[src/rtl/core/pbrc_pkg.sv]
// Shared types and constants of the proximity beep rate controller.
package pbrc_pkg;

    // Item kind, decided by the front part
    typedef logic [2:0] kind_t;

    localparam kind_t KIND_CHIRP = 3'd0;
    localparam kind_t KIND_OFF   = 3'd1;
    localparam kind_t KIND_ON    = 3'd2;
    localparam kind_t KIND_FAST  = 3'd3;
    localparam kind_t KIND_SLOW  = 3'd4;
    localparam kind_t KIND_RAMP  = 3'd5;

    // Band codes of the input item
    localparam logic [1:0] BAND_CLEAR   = 2'd0;
    localparam logic [1:0] BAND_FAR     = 2'd1;
    localparam logic [1:0] BAND_WARNING = 2'd2;
    localparam logic [1:0] BAND_CLOSE   = 2'd3;

    // Function codes of the input item
    localparam logic FUNC_UPDATE = 1'b0;
    localparam logic FUNC_CHIRP  = 1'b1;

    // Register indexes of the configuration port
    localparam logic [1:0] REG_WARN = 2'd0;
    localparam logic [1:0] REG_SAFE = 2'd1;
    localparam logic [1:0] REG_FAST = 2'd2;
    localparam logic [1:0] REG_SLOW = 2'd3;

    localparam int ADDR_W   = 4;
    localparam int DATA_W   = 32;
    localparam int TIME_W   = 32;
    localparam int INTV_W   = 16;

    localparam logic [INTV_W-1:0] FAST_RESET = 16'd80;
    localparam logic [INTV_W-1:0] SLOW_RESET = 16'd600;
    localparam int WARN_RESET = 64;
    localparam int SAFE_RESET = 384;

    // Control part of one queued request
    typedef struct packed {
        kind_t kind;
        logic  neg;     // ramp descends: slow below fast
    } pbrc_ctrl_t;

endpackage

[src/rtl/core/proximity_beep_rate_controller_unit.sv]
// Top level of the proximity beep rate controller: config registers, front, queue, back.
//
//   Channel   Direction  Handshake             Payload
//   -------   ---------  --------------------  ------------------------------------------
//   in        request    in_valid / in_ready   func, band, distance, ref_distance, now_ms
//   out       result     out_valid / out_ready buzzer_on, started, stopped
//   cfg       APB write  psel/penable/pwrite   paddr, pwdata (prdata on reads)
//
// Flow: the front classifies a request in the cycle it is accepted and
// drops it into a two-entry queue. The back moves chirp, off, on and
// clamped warning requests from idle to the finish state; a warning request
// on the ramp first runs the 16-step restoring divider, then the adjust state forms the interval.
// Reset: all control state clears at once; no clearing pass is needed.
// Stalls: a held result does not block the front until the queue fills.
module proximity_beep_rate_controller_unit #(
    parameter int DIST_BITS = 13
) (
    input  logic                         clk,
    input  logic                         rst_n,

    input  logic                         in_valid,
    output logic                         in_ready,
    input  logic                         func,
    input  logic [1:0]                   band,
    input  logic [DIST_BITS-1:0]         distance,
    input  logic [DIST_BITS-1:0]         ref_distance,
    input  logic [pbrc_pkg::TIME_W-1:0]  now_ms,

    output logic                         out_valid,
    input  logic                         out_ready,
    output logic                         buzzer_on,
    output logic                         started,
    output logic                         stopped,

    input  logic                         psel,
    input  logic                         penable,
    input  logic                         pwrite,
    input  logic [pbrc_pkg::ADDR_W-1:0]  paddr,
    input  logic [pbrc_pkg::DATA_W-1:0]  pwdata,
    output logic [pbrc_pkg::DATA_W-1:0]  prdata,
    output logic                         pready
);
    import pbrc_pkg::*;

    localparam int PW = DIST_BITS + INTV_W;
    localparam int CW = $bits(pbrc_ctrl_t);
    localparam int QW = CW + TIME_W + PW + DIST_BITS;

    // Configuration registers
    logic [DIST_BITS-1:0] warn_reg, warn_next;
    logic [DIST_BITS-1:0] safe_reg, safe_next;
    logic [INTV_W-1:0]    fast_reg, fast_next;
    logic [INTV_W-1:0]    slow_reg, slow_next;
    logic                 cfg_wr;
    logic [1:0]           cfg_idx;

    // Front to queue
    pbrc_ctrl_t           f_ctrl;
    logic [PW-1:0]        f_prod;
    logic [DIST_BITS-1:0] f_span;
    logic                 q_push;
    logic                 q_pop;
    logic                 q_empty;
    logic                 q_full;
    logic [QW-1:0]        q_wdata;
    logic [QW-1:0]        q_rdata;

    // Queue to back
    pbrc_ctrl_t           b_ctrl;
    logic [TIME_W-1:0]    b_now;
    logic [PW-1:0]        b_prod;
    logic [DIST_BITS-1:0] b_span;

    assign pready  = 1'b1;
    assign cfg_wr  = psel && penable && pwrite;
    assign cfg_idx = paddr[ADDR_W-1:2];

    // Register writes land on the access phase; unused data bits drop
    always_comb
    begin
        warn_next = warn_reg;
        safe_next = safe_reg;
        fast_next = fast_reg;
        slow_next = slow_reg;
        if (cfg_wr)
        begin
            case (cfg_idx)
                REG_WARN: warn_next = pwdata[DIST_BITS-1:0];
                REG_SAFE: safe_next = pwdata[DIST_BITS-1:0];
                REG_FAST: fast_next = pwdata[INTV_W-1:0];
                REG_SLOW: slow_next = pwdata[INTV_W-1:0];
                default:  ;
            endcase
        end
    end

    always_comb
    begin
        case (cfg_idx)
            REG_WARN: prdata = DATA_W'(warn_reg);
            REG_SAFE: prdata = DATA_W'(safe_reg);
            REG_FAST: prdata = DATA_W'(fast_reg);
            REG_SLOW: prdata = DATA_W'(slow_reg);
            default:  prdata = '0;
        endcase
    end

    always_ff @(posedge clk or negedge rst_n)
    begin
        if (!rst_n)
        begin
            warn_reg <= DIST_BITS'(WARN_RESET);
            safe_reg <= DIST_BITS'(SAFE_RESET);
            fast_reg <= FAST_RESET;
            slow_reg <= SLOW_RESET;
        end
        else
        begin
            warn_reg <= warn_next;
            safe_reg <= safe_next;
            fast_reg <= fast_next;
            slow_reg <= slow_next;
        end
    end

    // Classify the request and form the ramp product
    pbrc_front #(
        .DIST_BITS(DIST_BITS)
    ) u_front (
        .in_valid         (in_valid),
        .in_ready         (in_ready),
        .func             (func),
        .band             (band),
        .distance         (distance),
        .ref_distance     (ref_distance),
        .ramp_start       (warn_reg),
        .ramp_end         (safe_reg),
        .fast_interval_ms (fast_reg),
        .slow_interval_ms (slow_reg),
        .q_full           (q_full),
        .q_push           (q_push),
        .ctrl             (f_ctrl),
        .prod             (f_prod),
        .span_out         (f_span)
    );

    assign q_wdata = {f_ctrl, now_ms, f_prod, f_span};

    pbrc_fifo #(
        .WIDTH(QW),
        .DEPTH(2)
    ) u_queue (
        .clk   (clk),
        .rst_n (rst_n),
        .push  (q_push),
        .wdata (q_wdata),
        .pop   (q_pop),
        .rdata (q_rdata),
        .empty (q_empty),
        .full  (q_full)
    );

    assign {b_ctrl, b_now, b_prod, b_span} = q_rdata;

    // Carry out the request and hold the result until taken
    pbrc_back #(
        .DIST_BITS(DIST_BITS)
    ) u_back (
        .clk              (clk),
        .rst_n            (rst_n),
        .q_empty          (q_empty),
        .q_pop            (q_pop),
        .ctrl             (b_ctrl),
        .prod             (b_prod),
        .span             (b_span),
        .now              (b_now),
        .fast_interval_ms (fast_reg),
        .slow_interval_ms (slow_reg),
        .out_valid        (out_valid),
        .out_ready        (out_ready),
        .buzzer_on        (buzzer_on),
        .started          (started),
        .stopped          (stopped)
    );

endmodule

[src/rtl/core/pbrc_front.sv]
// Front part: accept a request, classify it and form the ramp product.
module pbrc_front #(
    parameter int DIST_BITS = 13
) (
    input  logic                           in_valid,
    output logic                           in_ready,
    input  logic                           func,
    input  logic [1:0]                     band,
    input  logic [DIST_BITS-1:0]           distance,
    input  logic [DIST_BITS-1:0]           ref_distance,
    input  logic [DIST_BITS-1:0]           ramp_start,
    input  logic [DIST_BITS-1:0]           ramp_end,
    input  logic [pbrc_pkg::INTV_W-1:0]    fast_interval_ms,
    input  logic [pbrc_pkg::INTV_W-1:0]    slow_interval_ms,
    input  logic                           q_full,
    output logic                           q_push,
    output pbrc_pkg::pbrc_ctrl_t           ctrl,
    output logic [DIST_BITS+pbrc_pkg::INTV_W-1:0] prod,
    output logic [DIST_BITS-1:0]           span_out
);
    import pbrc_pkg::*;

    localparam int NW = DIST_BITS + 2;
    localparam int PW = DIST_BITS + INTV_W;

    logic signed [NW-1:0]        num;
    logic signed [NW-1:0]        span_ext;
    logic signed [DIST_BITS:0]   span;
    logic signed [INTV_W:0]      diff;
    logic        [INTV_W:0]      ndiff;
    logic        [INTV_W-1:0]    mag;
    logic                        num_le0;
    logic                        span_le0;

    assign in_ready = !q_full;
    assign q_push   = in_valid && !q_full;

    always_comb
    begin
        num      = $signed({2'b00, distance}) - $signed({2'b00, ref_distance})
                 - $signed({2'b00, ramp_start});
        span     = $signed({1'b0, ramp_end}) - $signed({1'b0, ramp_start});
        span_ext = $signed({span[DIST_BITS], span});
        diff     = $signed({1'b0, slow_interval_ms}) - $signed({1'b0, fast_interval_ms});
        ndiff    = -diff;
        mag      = diff[INTV_W] ? ndiff[INTV_W-1:0] : diff[INTV_W-1:0];
        num_le0  = num[NW-1] || (num == '0);
        span_le0 = span[DIST_BITS] || (span == '0);

        ctrl.neg = diff[INTV_W];
        if (func == FUNC_CHIRP)
        begin
            ctrl.kind = KIND_CHIRP;
        end
        else
        begin
            case (band)
                BAND_CLEAR, BAND_FAR: ctrl.kind = KIND_OFF;
                BAND_CLOSE:           ctrl.kind = KIND_ON;
                default:
                begin
                    if (num_le0)
                        ctrl.kind = KIND_FAST;
                    else if (span_le0 || (num >= span_ext))
                        ctrl.kind = KIND_SLOW;
                    else
                        ctrl.kind = KIND_RAMP;
                end
            endcase
        end

        // Only meaningful for a ramp request, where 0 < num < span
        prod     = PW'(num[DIST_BITS-1:0]) * PW'(mag);
        span_out = span[DIST_BITS-1:0];
    end

endmodule

[src/rtl/core/pbrc_fifo.sv]
// Short request queue between the front and back parts.
module pbrc_fifo #(
    parameter int WIDTH = 8,
    parameter int DEPTH = 2
) (
    input  logic             clk,
    input  logic             rst_n,
    input  logic             push,
    input  logic [WIDTH-1:0] wdata,
    input  logic             pop,
    output logic [WIDTH-1:0] rdata,
    output logic             empty,
    output logic             full
);
    localparam int PTR_W = (DEPTH > 1) ? $clog2(DEPTH) : 1;
    localparam int CNT_W = $clog2(DEPTH + 1);

    logic [WIDTH-1:0] mem_reg [DEPTH];
    logic [PTR_W-1:0] wptr_reg, wptr_next;
    logic [PTR_W-1:0] rptr_reg, rptr_next;
    logic [CNT_W-1:0] cnt_reg, cnt_next;

    assign empty = (cnt_reg == '0);
    assign full  = (cnt_reg == CNT_W'(DEPTH));
    assign rdata = mem_reg[rptr_reg];

    always_comb
    begin
        wptr_next = wptr_reg;
        rptr_next = rptr_reg;
        cnt_next  = cnt_reg;
        if (push)
            wptr_next = (wptr_reg == PTR_W'(DEPTH - 1)) ? '0 : wptr_reg + 1'b1;
        if (pop)
            rptr_next = (rptr_reg == PTR_W'(DEPTH - 1)) ? '0 : rptr_reg + 1'b1;
        if (push && !pop)
            cnt_next = cnt_reg + 1'b1;
        else if (pop && !push)
            cnt_next = cnt_reg - 1'b1;
    end

    always_ff @(posedge clk or negedge rst_n)
    begin
        if (!rst_n)
        begin
            wptr_reg <= '0;
            rptr_reg <= '0;
            cnt_reg  <= '0;
        end
        else
        begin
            wptr_reg <= wptr_next;
            rptr_reg <= rptr_next;
            cnt_reg  <= cnt_next;
        end
    end

    always_ff @(posedge clk)
    begin
        if (push)
            mem_reg[wptr_reg] <= wdata;
    end

endmodule

[src/rtl/core/pbrc_back.sv]
// Back part: ramp divider, toggle timer, buzzer state and result register.
module pbrc_back #(
    parameter int DIST_BITS = 13
) (
    input  logic                           clk,
    input  logic                           rst_n,
    input  logic                           q_empty,
    output logic                           q_pop,
    input  pbrc_pkg::pbrc_ctrl_t           ctrl,
    input  logic [DIST_BITS+pbrc_pkg::INTV_W-1:0] prod,
    input  logic [DIST_BITS-1:0]           span,
    input  logic [pbrc_pkg::TIME_W-1:0]    now,
    input  logic [pbrc_pkg::INTV_W-1:0]    fast_interval_ms,
    input  logic [pbrc_pkg::INTV_W-1:0]    slow_interval_ms,
    output logic                           out_valid,
    input  logic                           out_ready,
    output logic                           buzzer_on,
    output logic                           started,
    output logic                           stopped
);
    import pbrc_pkg::*;

    localparam logic [1:0] S_IDLE = 2'd0;
    localparam logic [1:0] S_DIV  = 2'd1;
    localparam logic [1:0] S_ADJ  = 2'd2;
    localparam logic [1:0] S_FIN  = 2'd3;

    localparam int CNT_W = $clog2(INTV_W);

    logic [1:0]           state_reg, state_next;
    logic                 tone_reg, tone_next;
    logic [TIME_W-1:0]    last_reg, last_next;
    logic                 out_valid_reg, out_valid_next;
    logic                 buzzer_reg, buzzer_next;
    logic                 started_reg, started_next;
    logic                 stopped_reg, stopped_next;

    kind_t                kind_reg, kind_next;
    logic                 neg_reg, neg_next;
    logic [TIME_W-1:0]    now_reg, now_next;
    logic [DIST_BITS-1:0] span_reg, span_next;
    logic [DIST_BITS-1:0] rem_reg, rem_next;
    logic [INTV_W-1:0]    low_reg, low_next;
    logic [CNT_W-1:0]     cnt_reg, cnt_next;
    logic [INTV_W-1:0]    intv_reg, intv_next;

    logic [DIST_BITS:0]   trial;
    logic [DIST_BITS:0]   trial_sub;
    logic                 ge;
    logic [TIME_W-1:0]    delta;
    logic                 tone_new;

    assign out_valid = out_valid_reg;
    assign buzzer_on = buzzer_reg;
    assign started   = started_reg;
    assign stopped   = stopped_reg;

    always_comb
    begin
        state_next     = state_reg;
        tone_next      = tone_reg;
        last_next      = last_reg;
        out_valid_next = out_valid_reg && !out_ready;
        buzzer_next    = buzzer_reg;
        started_next   = started_reg;
        stopped_next   = stopped_reg;
        kind_next      = kind_reg;
        neg_next       = neg_reg;
        now_next       = now_reg;
        span_next      = span_reg;
        rem_next       = rem_reg;
        low_next       = low_reg;
        cnt_next       = cnt_reg;
        intv_next      = intv_reg;
        q_pop          = 1'b0;

        // One restoring division step: remainder stays below span
        trial     = {rem_reg, low_reg[INTV_W-1]};
        trial_sub = trial - {1'b0, span_reg};
        ge        = (trial >= {1'b0, span_reg});

        delta    = now_reg - last_reg;
        tone_new = tone_reg;

        case (state_reg)
            S_IDLE:
            begin
                // Take a request only when the result slot will be free
                if (!q_empty && (!out_valid_reg || out_ready))
                begin
                    q_pop     = 1'b1;
                    kind_next = ctrl.kind;
                    neg_next  = ctrl.neg;
                    now_next  = now;
                    span_next = span;
                    rem_next  = prod[DIST_BITS+INTV_W-1:INTV_W];
                    low_next  = prod[INTV_W-1:0];
                    cnt_next  = '0;
                    intv_next = (ctrl.kind == KIND_SLOW) ? slow_interval_ms
                                                         : fast_interval_ms;
                    state_next = (ctrl.kind == KIND_RAMP) ? S_DIV : S_FIN;
                end
            end
            S_DIV:
            begin
                rem_next = ge ? trial_sub[DIST_BITS-1:0] : trial[DIST_BITS-1:0];
                low_next = {low_reg[INTV_W-2:0], ge};
                cnt_next = cnt_reg + 1'b1;
                if (cnt_reg == CNT_W'(INTV_W - 1))
                    state_next = S_ADJ;
            end
            S_ADJ:
            begin
                // Descending ramp rounds the magnitude up, so the sum truncates
                if (neg_reg)
                    intv_next = fast_interval_ms - low_reg - INTV_W'(|rem_reg);
                else
                    intv_next = fast_interval_ms + low_reg;
                state_next = S_FIN;
            end
            default:
            begin
                case (kind_reg)
                    KIND_CHIRP:
                    begin
                        tone_new  = 1'b0;
                        last_next = now_reg;
                    end
                    KIND_OFF: tone_new = 1'b0;
                    KIND_ON:  tone_new = 1'b1;
                    default:
                    begin
                        if (delta >= TIME_W'(intv_reg))
                        begin
                            tone_new  = !tone_reg;
                            last_next = now_reg;
                        end
                    end
                endcase
                tone_next      = tone_new;
                out_valid_next = 1'b1;
                buzzer_next    = tone_new;
                started_next   = !tone_reg && tone_new;
                stopped_next   = tone_reg && !tone_new;
                state_next     = S_IDLE;
            end
        endcase
    end

    always_ff @(posedge clk or negedge rst_n)
    begin
        if (!rst_n)
        begin
            state_reg     <= S_IDLE;
            tone_reg      <= 1'b0;
            last_reg      <= '0;
            out_valid_reg <= 1'b0;
            buzzer_reg    <= 1'b0;
            started_reg   <= 1'b0;
            stopped_reg   <= 1'b0;
            cnt_reg       <= '0;
        end
        else
        begin
            state_reg     <= state_next;
            tone_reg      <= tone_next;
            last_reg      <= last_next;
            out_valid_reg <= out_valid_next;
            buzzer_reg    <= buzzer_next;
            started_reg   <= started_next;
            stopped_reg   <= stopped_next;
            cnt_reg       <= cnt_next;
        end
    end

    always_ff @(posedge clk)
    begin
        kind_reg <= kind_next;
        neg_reg  <= neg_next;
        now_reg  <= now_next;
        span_reg <= span_next;
        rem_reg  <= rem_next;
        low_reg  <= low_next;
        intv_reg <= intv_next;
    end

endmodule

[config.mk]
export PLATFORM = sky130hd
export DESIGN_NAME = proximity_beep_rate_controller_unit
export DESIGN_NICKNAME = d
export VERILOG_FILES = /design/src/rtl/core/pbrc_pkg.sv /design/src/rtl/core/proximity_beep_rate_controller_unit.sv /design/src/rtl/core/pbrc_front.sv /design/src/rtl/core/pbrc_fifo.sv /design/src/rtl/core/pbrc_back.sv
export SDC_FILE = /design/constraint.sdc
export NUM_CORES = 1
export LEC_CHECK = 0
export BUFFER_PORTS_ARGS = -buffer_cell sky130_fd_sc_hd__buf_2
export CAP_MARGIN = 30
export CORE_MARGIN = 2
export CORE_UTILIZATION = 55
export DETAILED_ROUTE_END_ITERATION = 8
export MAX_ROUTING_LAYER = met4
export PLACE_DENSITY = 0.71
export SLEW_MARGIN = 20
export SYNTH_ARGS = -nofsm -noshare
export SYNTH_HDL_FRONTEND = slang
export SYNTH_HIERARCHICAL = 1
export SYNTH_SLANG_ARGS = --single-unit
[constraint.sdc]
create_clock -name clk -period 13.68 [get_ports clk]
set_clock_uncertainty 0.05 [all_clocks]
set_input_delay 0 -clock clk [delete_from_list [all_inputs] [get_ports clk]]
set_output_delay 0 -clock clk [all_outputs]
set_load 0.03 [all_outputs]
# Yosys cells after proc, flatten, opt, wreduce, memory -nomap -nowiden
# Memories as Yosys holds them, arrays and structs flattened.
# Index checks and enable logic that the tools add are counted.
# classes
addsub,15
n_mul,1
n_lt_le_gt_ge,3
n_eq_ne,15
mux,35
bitwise,2
reduce_logical,46
# ops
op,n
32-bit one-hot mux with 4 select lines,1
16-bit 2-to-1 mux,5
16-bit one-hot mux with 2 select lines,2
32-bit one-hot mux with 2 select lines,1
32-bit by 16-bit >= comparator with 1-bit output,1
32-bit 2-to-1 mux,1
32-bit subtractor,1
13-bit by 16-bit multiplier with 29-bit output,1
13-bit by 13-bit subtractor with 14-bit output,2
13-bit 2-to-1 mux,2
13-bit one-hot mux with 2 select lines,1
16-bit by 16-bit subtractor with 17-bit output,1
16-bit adder,1
16-bit negator,1
2-bit AND reduction,8
16-bit by 1-bit subtractor with 16-bit output,1
16-bit subtractor,1
15-bit by 14-bit >= comparator with 1-bit output,1
15-bit zero test,1
15-bit by 14-bit subtractor with 15-bit output,1
14-bit by 13-bit >= comparator with 1-bit output,1
14-bit zero test,1
13-bit OR reduction,1
13-bit subtractor,1
29 further kinds,79
# totals
regBits,198
mem_bits_rw,156
input_bits,104
word_cells,139
n_memories,1
# memory_table
name,depth,width,rd,rd_ports_with_merged_regs,wr,line_no,text
u_queue.mem_reg,2,78,1,0,1,pbrc_fifo.sv:18,logic [WIDTH-1:0] mem_reg [DEPTH];

# Logic depth before layout (Yosys ltp)
# logic_depth
word_depth,8
mapped_depth,39
mapped_depth_nobuf,38

# Cells and area by module
# The synthesis kept the hierarchy.
# modules_own_cells
module,n_inst,cells_per_inst,area_per_inst_um2,seq_area_each_um2
pbrc_front,1,1313,10301.1,0.0
pbrc_back,1,1020,10139.7,3873.7
pbrc_fifo,1,259,5850.6,4784.6
proximity_beep_rate_controller_unit,1,171,2760.1,1462.7

# Least setup slack after synthesis
# OpenSTA, ideal clock, no wires.
# synth_timing
path_type,input to register
from,in distance[0]
to,mem u_queue/mem_reg[0][38] (netlist name) (data pin)
arrival_time_ns,7.723
required_time_ns,13.367
path_slack_ns,5.643
stages,36
cell_sequence,inv_1 > ha_1 > fa_1 > nor2b_1 > o21ai_0 > a21boi_0 > o21ai_0 > a21oi_1 > a21oi_1 > xnor2_1 > ha_1 > or3_1 > nor4_1 > o21ai_0 > xnor2_1 > inv_1 > clkbuf_1 > nand2_1 > fa_1 > fa_1 > inv_1 > fa_1 > fa_1 > inv_1 > fa_1 > inv_1 > ha_1 > nand2_1 > nor2_1 > a211oi_1 > o21a_1 > o2bb2ai_1 > o41ai_1 > o21bai_1 > a21oi_1 > xnor2_1
# synth_between
elab_chain_cells,3
# synth_lines
item,line_no,text
start: declaration,proximity_beep_rate_controller_unit.sv:25,"input logic [DIST_BITS-1:0] distance,"
13-bit by 13-bit subtractor with 14-bit output,pbrc_front.sv:40,"num = $signed({2'b00, distance}) - $signed({2'b00, ref_distance})"
15-bit by 14-bit subtractor with 15-bit output,pbrc_front.sv:41,"- $signed({2'b00, ramp_start});"
13-bit by 16-bit multiplier with 29-bit output,pbrc_front.sv:73,prod = PW'(num[DIST_BITS-1:0]) * PW'(mag);
via f_prod[25],proximity_beep_rate_controller_unit.sv:59,logic [PW-1:0] f_prod;
end: declaration,pbrc_fifo.sv:18,
# The timed path passes the listed nets, and every way through them passes these cells.

==> flow_metrics.py <==
metrics = {
    "status": {
        "status": "finished clean",
    },
    "synthesis": {
        "synthArstFlopShare_pct": 29.38,
        "syn_area_um2": 29050,
        "syn_avg_cell_area_um2": 10.51,
        "synthCells": 2763,
        "synth-edff-count": 250,
        "yosysSeqAreaShare_pct": 34.84,
        "synth_top_area_share_pct": 25.84,
        "ys_top_cells_by_area": "edfxtp_1 26%, fa_1 11%, ha_1 11%",
        "yosysWarnings": 6,
        "synth_flop_cell": "edfxtp_1",
        "yosys.area.top_type": "edfxtp_1",
        "ys_ff_latch": 354,
        "synth_cell_types": 91,
    },
    "global_routing": {
        "grt_pass1_vias": 21800,
        "grt_pass1_wl_um": 114400,
        "gr-total-overflow": 0,
        "gr-usage-all-layers_pct": 27.61,
        "antenna_found_initial": 0,
        "grt_max_degree": 59,
    },
    "finish": {
        "fillCellCount": 4224,
        "instances_no_fill": 3634,
        "final_layout_size_suffix_gt1_share_pct": 15.14,
        "area.sequential_um2": 10120,
        "multi_input_area_um2": 16880,
        "layout_commonest_cell": "inv_1",
        "antennaDiodeCount": 0,
        "largest_reg_flops": 156,
        "area_delta_synth_final_pct": 10.46,
        "final_cell_mix": "405 x inv_1, 254 x ha_1, 250 x edfxtp_1, 184 x nor2_1, 169 x nand2_1",
        "nets": 3437,
    },
    "sta": {
        "setup_viol": 0,
        "fin_crit_ps": 9722,
        "max-slew-margin-rel_pct": 27.54,
        "finalHoldViolCount": 0,
        "finalSetupTns_ps": 0,
        "worst_slew_pin_slew_ps": 1083,
        "fmax_ghz": 0.1029,
        "slew_viol_final": 0,
        "grt_setup_unrepaired": "no",
        "fin_crit_sh_pct": 71.07,
    },
    "floorplan": {
        "die_h_um": 233.8,
        "start_util_pct": 55.51,
        "fp.coreArea_um2": 52340,
        "num_rows": 84,
        "dieArea_um2": 54680,
        "die_width_um": 233.8,
        "pin_count": 142,
    },
    "critical_path": {
        "reg2reg_to": "u_queue/mem_reg[0][41]$_DFFE_PP_",
        "reg2regPathDepth": 30,
        "worst-r2r-setup-slack_ps": 3960,
        "critPathLaunchType": "flop",
        "critPathRequiredTime_ps": 14000,
        "crit_path_end": "u_queue/mem_reg[0][41]$_DFFE_PP_",
        "startpoint": "fast_reg[1]$_DFFE_PN0P_",
        "path_common_cell": "fa_1",
        "criticalPathCategory": "reg2reg",
        "r2r-start": "fast_reg[1]$_DFFE_PN0P_",
        "cp_max_fo": 14,
        "crit_arrival_ps": 10050,
        "cp.depth": 30,
        "crit_slowest_cell": "xor2_1",
        "critPathCaptureType": "flop",
        "path_delay_family": "compound AO/OA/AOI/OAI gates",
        "critPathMaxStageDelay_ps": 880,
        "path_buf_inv": 5,
    },
    "drt": {
        "drc_errors": 0,
        "wl_met2_um": 34550,
        "vias": 21110,
        "drt_first_pass_iters": 5,
        "met1_length_um": 29220,
        "met3_length_um": 4430,
        "initialDrtViolationCount": 1447,
        "ant_nets": 0,
        "wire_per_inst_um": 19.83,
        "highest_layer": "met4",
        "totalWireLength_um": 72060,
        "viasPerCell": 5.809,
    },
    "clock_network": {
        "cts_sinks": 354,
        "ctsResizeCount": 0,
        "holdBufCountCts": 58,
        "post-cts-setup-buffers": 0,
        "root_buffer": "clkbuf_16",
        "clkSlewWorstSetupHoldPaths_ps": 60,
        "cts_tree": "done",
        "clk_latency_ps": 550,
        "cts_buffers": 39,
        "cts_max_path_buffers": 3,
        "htreeDepth": 2,
    },
    "flow_run": {
        "drv_cap": 0,
    },
    "placement": {
        "gp_congestion": 0.9898,
        "io_buffers": 106,
        "post-dp-hpwl_um": 54170,
        "placed_cells": 3499,
    },
    "worst_hold_path": {
        "hp-class": "in2reg",
        "hp-start": "pwrite",
    },
}
[worst reg2reg max path: cells and delay by family (launching register included)]
kind                     cells  cell delay [ps]
XOR/XNOR                     1              880
AO/OA/AOI/OAI               15             3530
buffers and inverters        5              690
AND/OR/NAND/NOR              2              360
adder cells (fa/ha/maj)      7             3520
flip-flops                   1              510
[cells by family (layout without fill, tap and decap cells)]
logic type               count (synthesis)  after routing  synth area share [%]
AND/OR/NAND/NOR                        610            610                 9.953
buffers and inverters                  509            677                 7.326
AO/OA/AOI/OAI                          488            488                 11.04
adder cells (fa/ha/maj)                417            417                 22.17
flip-flops                             354            354                 34.84
multiplexers                           238            238                 10.28
XOR/XNOR                               145            145                 4.371
other                                    2             17               0.02585
[cell usage after synthesis, drive strengths merged (9+ instances only)]
cell type,number
a31oi,14
or3,11
nor3,34
o211ai,19
nand4,23
mux2,190
a21oi,155
o21bai,22
nor2,185
dfrtp,95
xnor2,100
buf,48
mux2i,35
nor2b,38
dfstp,9
o21a,29
nor4,11
nand2b,38
a21o,41
xor2,45
a211oi,21
o31ai,14
inv,408
ha,254
nand2,169
o21ai,97
and2,21
edfxtp,250
nand3,41
fa,163
mux4,13
clkbuf,53
[layout make-up]
| type | instances | share of cell area, % |
|---|---|---|
| timing repair buffer | 198 | 4.375 |
| clock inverter | 19 | 0.5692 |
| clock buffer | 52 | 3.454 |
| tap | 688 | 2.682 |
| sequential | 354 | 31.55 |
| multi-input combinational | 1915 | 52.60 |
| inverter | 408 | 4.772 |
[metrics by stage]
step	utilization (%)	worst slack [ps]	instance area [um2]	hold WS [ps]
floorplan	-	5643	29110	-345.6
global placement	57.57	4040	30130	17.29
detailed placement	57.58	3861	30140	21.97
CTS	61.18	4061	32020	64.84
global route	61.31	3527	32090	26.76
finish	61.31	3958	32090	24.69
[worst min-delay path by stage]
stage	endpoint	slack [ps]	cells after the start
after floorplan	fast_reg[0]$_DFFE_PN0P_	-350	0
after global placement	u_back/cnt_reg[2]$_DFFE_PN0P_	20	1
after detailed placement	u_queue/cnt_reg[0]$_DFFE_PN0P_	20	1
after CTS	warn_reg[3]$_DFFE_PN0P_	60	5
after global routing	fast_reg[10]$_DFFE_PN0P_	30	4
final	fast_reg[10]$_DFFE_PN0P_	20	4
[per-layer routing]
| metal | global-route usage, % | up-vias |
|---|---|---|
| li1 | - | 9796 |
| met1 | 33.29 | 10380 |
| met2 | 45.77 | 728 |
| met3 | 3.903 | 201 |
| met4 | 13.29 | 0 |
| met5 | - | - |
Power is left out: the tool's default activity adds up to more than one toggle a clock period on the data nets, which glitch-free logic cannot reach.
